**src/design/tspf_pkg.sv**
```systemverilog
`default_nettype none
package tspf_pkg;

    localparam int ADDR_W = 14;

    localparam logic OP_WRITE  = 1'b0;
    localparam logic OP_RENDER = 1'b1;

    localparam logic [ADDR_W-1:0] NAMETABLE_BASE = 14'h2000;
    localparam logic [ADDR_W-1:0] ATTRIBUTE_BASE = 14'h23C0;
    localparam logic [ADDR_W-1:0] PALETTE_BASE   = 14'h3F00;

    typedef enum logic [2:0] {
        ST_IDLE,
        ST_NT,
        ST_AT,
        ST_LO,
        ST_HI,
        ST_HI_WAIT,
        ST_PIX
    } fetch_state_t;

    typedef struct packed {
        logic              op;
        logic [ADDR_W-1:0] write_address;
        logic [7:0]        write_data;
        logic [4:0]        tile_column;
        logic [7:0]        pixel_row;
    } in_item_t;

    typedef struct packed {
        logic              en;
        logic              we;
        logic [ADDR_W-1:0] addr;
        logic [7:0]        wdata;
    } vram_req_t;

    // Pixel whose palette byte is being read this cycle.
    typedef struct packed {
        logic       valid;
        logic [7:0] pixel_x;
        logic [7:0] pixel_y;
        logic [1:0] pixel_value;
        logic [1:0] palette_select;
        logic       last;
    } pend_t;

    typedef struct packed {
        logic [7:0] pixel_x;
        logic [7:0] pixel_y;
        logic [1:0] pixel_value;
        logic [1:0] palette_select;
        logic [7:0] color_index;
        logic       last;
    } pix_t;

endpackage
`default_nettype wire

```
**src/design/tspf_fetch.sv**
```systemverilog
`default_nettype none
module tspf_fetch
    import tspf_pkg::*;
(
    input  wire logic      clk,
    input  wire logic      rst_n,
    input  wire logic      in_valid,
    output logic           in_ready,
    input  wire in_item_t  in_item,
    input  wire logic      pattern_half,
    input  wire logic      issue_ok,
    input  wire logic [7:0] rdata,
    output vram_req_t      req,
    output pend_t          pend
);

    fetch_state_t state_reg, state_next;
    logic [2:0]   cnt_reg, cnt_next;
    logic [7:0]   low_reg, low_next;
    logic [7:0]   high_reg, high_next;
    logic [1:0]   pal_reg, pal_next;
    pend_t        pend_reg, pend_next;
    logic [4:0]   col_reg, col_next;
    logic [7:0]   row_reg, row_next;
    logic [7:0]   tile_reg, tile_next;

    logic              accept;
    logic [2:0]        bit_idx;
    logic [1:0]        value;
    logic [1:0]        attr_pal;
    logic [ADDR_W-1:0] nt_addr;
    logic [ADDR_W-1:0] at_addr;
    logic [ADDR_W-1:0] lo_addr;
    logic [ADDR_W-1:0] hi_addr;

    assign accept   = in_valid && in_ready;
    assign bit_idx  = ~cnt_reg;
    assign value    = {high_reg[bit_idx], low_reg[bit_idx]};
    // The quadrant picks one of the four two-bit fields of the attribute byte.
    assign attr_pal = 2'(rdata >> {row_reg[4], col_reg[1], 1'b0});
    assign nt_addr  = NAMETABLE_BASE | {4'b0, row_reg[7:3], col_reg};
    assign at_addr  = ATTRIBUTE_BASE | {8'b0, row_reg[7:5], col_reg[4:2]};
    assign lo_addr  = {1'b0, pattern_half, tile_reg, 1'b0, row_reg[2:0]};
    assign hi_addr  = {1'b0, pattern_half, tile_reg, 1'b1, row_reg[2:0]};

    always_comb
    begin
        state_next = state_reg;
        case (state_reg)
            ST_IDLE:
            begin
                if (accept && in_item.op == OP_RENDER)
                begin
                    state_next = ST_NT;
                end
            end
            ST_NT:      state_next = ST_AT;
            ST_AT:      state_next = ST_LO;
            ST_LO:      state_next = ST_HI;
            ST_HI:      state_next = ST_HI_WAIT;
            ST_HI_WAIT: state_next = ST_PIX;
            ST_PIX:
            begin
                if (issue_ok && cnt_reg == 3'd7)
                begin
                    state_next = ST_IDLE;
                end
            end
            default:    state_next = ST_IDLE;
        endcase
    end

    always_comb
    begin
        in_ready  = 1'b0;
        req       = '0;
        cnt_next  = cnt_reg;
        low_next  = low_reg;
        high_next = high_reg;
        pal_next  = pal_reg;
        col_next  = col_reg;
        row_next  = row_reg;
        tile_next = tile_reg;
        pend_next = pend_reg;
        pend_next.valid = 1'b0;
        case (state_reg)
            ST_IDLE:
            begin
                in_ready = 1'b1;
                if (accept && in_item.op == OP_WRITE)
                begin
                    req.en    = 1'b1;
                    req.we    = 1'b1;
                    req.addr  = in_item.write_address;
                    req.wdata = in_item.write_data;
                end
                col_next = in_item.tile_column;
                row_next = in_item.pixel_row;
                cnt_next = 3'd0;
            end
            ST_NT:
            begin
                req.en   = 1'b1;
                req.addr = nt_addr;
            end
            ST_AT:
            begin
                req.en    = 1'b1;
                req.addr  = at_addr;
                tile_next = rdata;
            end
            ST_LO:
            begin
                req.en   = 1'b1;
                req.addr = lo_addr;
                pal_next = attr_pal;
            end
            ST_HI:
            begin
                req.en   = 1'b1;
                req.addr = hi_addr;
                low_next = rdata;
            end
            ST_HI_WAIT:
            begin
                high_next = rdata;
            end
            ST_PIX:
            begin
                if (issue_ok)
                begin
                    req.en   = 1'b1;
                    req.addr = PALETTE_BASE | {10'b0, pal_reg, value};
                    pend_next.valid          = 1'b1;
                    pend_next.pixel_x        = {col_reg, cnt_reg};
                    pend_next.pixel_y        = row_reg;
                    pend_next.pixel_value    = value;
                    pend_next.palette_select = pal_reg;
                    pend_next.last           = (cnt_reg == 3'd7);
                    cnt_next                 = cnt_reg + 3'd1;
                end
            end
            default:
            begin
                in_ready = 1'b0;
            end
        endcase
    end

    always_ff @(posedge clk or negedge rst_n)
    begin
        if (!rst_n)
        begin
            state_reg <= ST_IDLE;
            cnt_reg   <= 3'd0;
            low_reg   <= 8'd0;
            high_reg  <= 8'd0;
            pal_reg   <= 2'd0;
            pend_reg  <= '0;
        end
        else
        begin
            state_reg <= state_next;
            cnt_reg   <= cnt_next;
            low_reg   <= low_next;
            high_reg  <= high_next;
            pal_reg   <= pal_next;
            pend_reg  <= pend_next;
        end
    end

    always_ff @(posedge clk)
    begin
        col_reg  <= col_next;
        row_reg  <= row_next;
        tile_reg <= tile_next;
    end

    assign pend = pend_reg;

    a_write_only_idle: assert property (@(posedge clk) disable iff (!rst_n)
        req.we |-> state_reg == ST_IDLE)
        else $error("memory write outside idle state");

    a_pend_from_pix: assert property (@(posedge clk) disable iff (!rst_n)
        pend_reg.valid |-> $past(state_reg) == ST_PIX)
        else $error("palette read in flight without pixel issue");

endmodule
`default_nettype wire

```
**config.mk**
```make
export PLATFORM = sky130hd
export DESIGN_NAME = tspf_fetch
export DESIGN_NICKNAME = d
export VERILOG_FILES = /design/src/design/tspf_pkg.sv /design/src/design/tspf_fetch.sv
export SDC_FILE = /design/constraint.sdc
export NUM_CORES = 1
export LEC_CHECK = 0
export BUFFER_PORTS_ARGS = -buffer_cell sky130_fd_sc_hd__buf_2
export CAP_MARGIN = 30
export CORE_MARGIN = 3
export CORE_UTILIZATION = 30
export CTS_BUF_LIST = sky130_fd_sc_hd__clkbuf_8
export CTS_CLUSTER_DIAMETER = 60
export CTS_CLUSTER_SIZE = 20
export DETAILED_ROUTE_END_ITERATION = 8
export GPL_ROUTABILITY_DRIVEN = 1
export SYNTH_ARGS = -nofsm -noshare
export SYNTH_HDL_FRONTEND = slang
export SYNTH_SLANG_ARGS = --single-unit
```
**constraint.sdc**
```tcl
create_clock -name clk -period 1.9 [get_ports clk]
set_clock_uncertainty 0.2 [all_clocks]
set_input_delay 0.095 -clock clk [delete_from_list [all_inputs] [get_ports clk]]
set_output_delay 0.095 -clock clk [all_outputs]
set_load 0.02 [all_outputs]
```
# Word level (Yosys, flattened, before mapping)
# Index checks and enable logic that the tools add are counted.
# word_totals
ff_bits	67
wordCells	58
input_bits	49
# classes
shift	1
n_bitwise	2
n_addsub	1
reduce_logical	10
n_eq_ne	10
order_cmp	1
n_mux	19
# op_table
cell	count
14-bit case mux with 6 select lines	1
22-bit two-way mux	2
24-bit two-way mux	1
3-bit case mux with 7 select lines	1
14-bit two-way mux	1
3-bit == test (second input constant)	4
3-bit two-way mux	3
8-bit two-way mux	1
8-bit by 3-bit >> shifter with 2-bit output	1
1-bit binary-select mux with 3-bit select	2
3-bit by 2-bit == test with 1-bit output (second input constant)	2
2-bit != test (second input constant)	3
3-bit case mux with 2 select lines	1
2-bit AND reduction	3
1-bit two-way mux	5
1-bit logical AND	4
3-bit by 4-bit less-than comparator with 1-bit output (second input constant)	1
4-bit OR reduction	1
3-bit by 1-bit adder with 3-bit output (second input constant)	1
3-bit by 1-bit == test with 1-bit output (second input constant)	1
3-bit logical NOT	1
3-bit inverter	1
1-bit case mux with 3 select lines	1
2-bit nonzero test	1
1-bit inverter	1

# Longest topological paths before layout
# depth
depth_word	6
mapped_depth	7
depth_no_buf	5

# Least setup slack after synthesis
# OpenSTA, ideal clock, no wires.
# synth_timing
path_type	register to output
from	reg state_reg[0]
to	out req[23] (netlist name)
required_time_ns	1.605
t_arrival_ns	1.713
setup_slack_ns	-0.108
path_stages_with_launch	7
path_cell_list	dfrtp_1 -> buf_2 -> or3_4 -> nor3b_4 -> buf_4 -> nor2_1 -> a21oi_1
# synth_rtl
element	line	text
start, declared	tspf_fetch.sv:17	fetch_state_t state_reg, state_next;
start signal, assigned	tspf_fetch.sv:163	state_reg <= state_next;
end, declared	tspf_fetch.sv:13	output vram_req_t req,

==> key figures <==
Layout
  – Number of nets in the layout: 483
  – Fraction of layout instances using a drive strength above 1: 50.6%
  – Utilization after layout: 49.5%
  – Synthesis-to-finish area growth: 57.0%
  – Count of inserted antenna diode cells: 0
  – Number of flip-flops under the largest register name: 22

Clock network
  – Clk_lat worst skew: 0.35 ns
  – TritonCTS buffer count: 9
  – Clock transition time at the flip-flop clock pins of the worst setup and hold paths: 0.07 ns
  – Clock Tree Buf Depth: 2
  – Max H-tree Level: 3
  – CTS tree: built
  – Library cell used as clock root buffer: clkbuf_8
  – CTS Sinks: 67

Critical path
  – Cell count of the worst reg-to-reg path: 9
  – Largest incremental delay on the critical path: 0.53 ns
  – Buffers plus inverters on the worst setup path: 1
  – Crit-path slowest cell: mux4_2
  – Crit Path Max Fanout: 6
  – Endpoint arrival time on the critical path: about 2.1 ns
  – Stages on worst setup path: 5
  – Classification of the worst setup path: reg2out
  – Kind of capture point of the worst setup path: output pin
  – List of cells traversed by the critical path: mux4_2 > mux2i_2 > nor2_2 > or3_4 > buf_6
  – Required time of the critical path: around 1.6 ns
  – Largest delay contributor family on the critical path: multiplexers
  – Startpoint kind of the worst setup timing path: register
  – Worst reg2reg setup slack: -0.14 ns

Timing
  – Count of pins over their slew limit: 0
  – Final period util: 126%
  – Minimum hold slack: 0.0533 ns
  – Achievable Freq: roughly 0.42 GHz
  – Normalized max-slew margin: 75.8%
  – Time the final worst path needs with I/O delays and setup: ~2.4 ns
  – Hold Vio Cnt, Final: 0
  – Worst setup slack after layout: -0.493 ns
  – Setup repair after global routing missed its margin: true
  – Number of failing setup endpoints in the final timing report: 32
  – Worst-Margin Slew: 0.363 ns

Route
  – Post-detailed-routing wire length: 10100 um
  – DR pass1 iterations: 4
  – Vias per std cell: 4.87
  – Initial detailed-routing violation count: around 130
  – Residual DRC count: 0
  – Post-DR wirelength/cell: 17.7 um
  – Routed Antenna Nets: 0
  – Vias after detailed routing: approximately 2800

Logic synthesis
  – Cell taking the most area after synthesis: dfrtp_1
  – Yosys warning total: 0
  – Leading post-synthesis cells by cell area: dfrtp_1, edfxtp_1, nand2_1, mux4_2, mux2_1
  – Leading cell types by count after synthesis: nand2_1, dfrtp_1, edfxtp_1
  – Leading cell type by number of instances after synthesis: nand2_1
  – Synthesized instance count: 270
  – Prevailing post-synth register cell: dfrtp_1
  – Distinct cells, synth: 38
  – Area fraction of the dominant cell type after synthesis: a little under two fifths
  – Number of flops mapped to enable cells by yosys: 21
  – Nets in the synthesized netlist: 321
  – #FFs+latches synth: 67
  – Sequential element share of the synthesized area: 56.8%
  – Synthesized area divided by synthesized cell count: roughly 12 um^2
  – Share of synthesized flip-flops with an asynchronous set or reset: 68.7%
  – Total standard cell area after synthesis: between 3000 and 4000 um^2

Floorplanning
  – Total Die Area: roughly 12000 um^2
  – Die Width: 108 um
  – Number of standard-cell rows in the floorplan: 36
  – Die Height: 108 um
  – Initial cell density of the core: 31.5%
  – Placeable core region: 9950 um^2
  – Count of pins on the block boundary: 96

Global route
  – Total congestion overflow: 0
  – Number of global-route vias before repair: ~2900
  – Largest net degree at the start of global routing: between 40 and 50
  – Initial antenna violation count: 0
  – Global-route wire length before repair: ~15000 um
  – All-layer global routing usage: 17.5%

Min path
  – Class of the tightest hold or removal check: in2async

Power
  – Power density of the placed cells: around 1700 nW/um^2
  – Cell leakage power: about 0.0023 uW
  – Peak supply drop: 0.000829 V
  – Overall power of the completed layout: 8450 uW

Run
  – Max-cap viol count: 0

Run status
  – Failing checks: setup timing
  – Run status: complete, but fails checks

Placement
  – Placer's final routability congestion estimate: 0.865
  – Detailed-placement wirelength estimate: 6970 um
  – Quantity of I/O buffers inserted on ports: 95
## power by group
group	total [uW]	switching [uW]	leakage (uW)	internal, uW
Sequential	2510	403	0.000765	2110
Combinational	4590	2290	0.00144	2300
Clock	1340	595	0.000115	748
## final timing paths
| check | from | endpoint |
|---|---|---|
| min | rst_n | pend[7]$_DFFE_PN0N_ |
| min reg2reg | pend[13]$_DFFE_PN0N_ | pend[13]$_DFFE_PN0N_ |
| max in group asynchronous | rst_n | cnt_reg[1]$_DFFE_PN0P_ |
| min in group clk | issue_ok | pend[21]$_DFF_PN0_ |
| max | cnt_reg[1]$_DFFE_PN0P_ | req[8] |
| max reg2reg | state_reg[0]$_DFFE_PN0P_ | low_reg[7]$_DFFE_PN0P_ |
## area by class of cell
type	instances	area, um^2
fill	907	5030
sequential	67	1780
multi-input combinational	181	1410
timing repair buffer	167	1310
tap	133	166
clock buffer	9	124
clock inverter	7	97.6
inverter	6	32.5
## logic make-up (layout without fill, tap and decap cells)
family          Yosys count  after routing  share of synthesized area (%)
compound gates           48             48                           10.8
fa+ha+maj                 2              2                          0.798
buf+inv                  22            189                           3.43
flops                    67             67                           56.8
mux                      31             31                           13.1
simple gates            100            100                           15.1
## stage by stage
stage | setup WS [ns] | cells | area [um^2] | setup TNS [ns]
final | -0.493 | 570 | 4920 | -9.12
after CTS | -0.546 | 562 | 4770 | -7.90
after global routing | -0.604 | 570 | 4920 | -10.87
after global placement | -0.323 | 512 | 3960 | -0.765
after floorplan | 0.00279 | 270 | 3140 | 0
after detailed placement | -0.377 | 512 | 3960 | -0.931
## metal layers
metal,track usage [%],vias to the layer above,part of all wire [%]
met5,0,-,0
met4,5.50,0,1.7
met3,4.54,16,5.4
met2,29.7,92,49
met1,21.9,1380,44
li1,-,1290,-
## cells in the final DEF (no fill, tap or decap), drive strengths merged, types with 6 or more instances in the layout
cell type | synthesis | routed
a21oi | 8 | 8
a221o | 6 | 6
a22o | 6 | 6
and2 | 9 | 9
buf | 11 | 142
clkbuf | 5 | 9
dfrtp | 46 | 46
dlygate4sd3 | 0 | 25
edfxtp | 21 | 21
inv | 6 | 9
mux2 | 20 | 20
mux4 | 6 | 6
nand2 | 62 | 62
nor2 | 9 | 9
o21ai | 11 | 11
## worst min-delay path, cell delays in order
cell           delay, ns
dlygate4sd3_1       0.52
buf_2               0.12
buf_12              0.25
## repair_timing
item | CTS | global route
pin swaps | 12 | 14
endpoints found under the setup margin | 27 | 43
hold endpoints to repair | 86 | 0
resized for setup | 80 | 35
cloned | 2 | 0
hold buffers | 25 | 0
setup buffers | 8 | 13
Power figures use the tool's default switching activity.
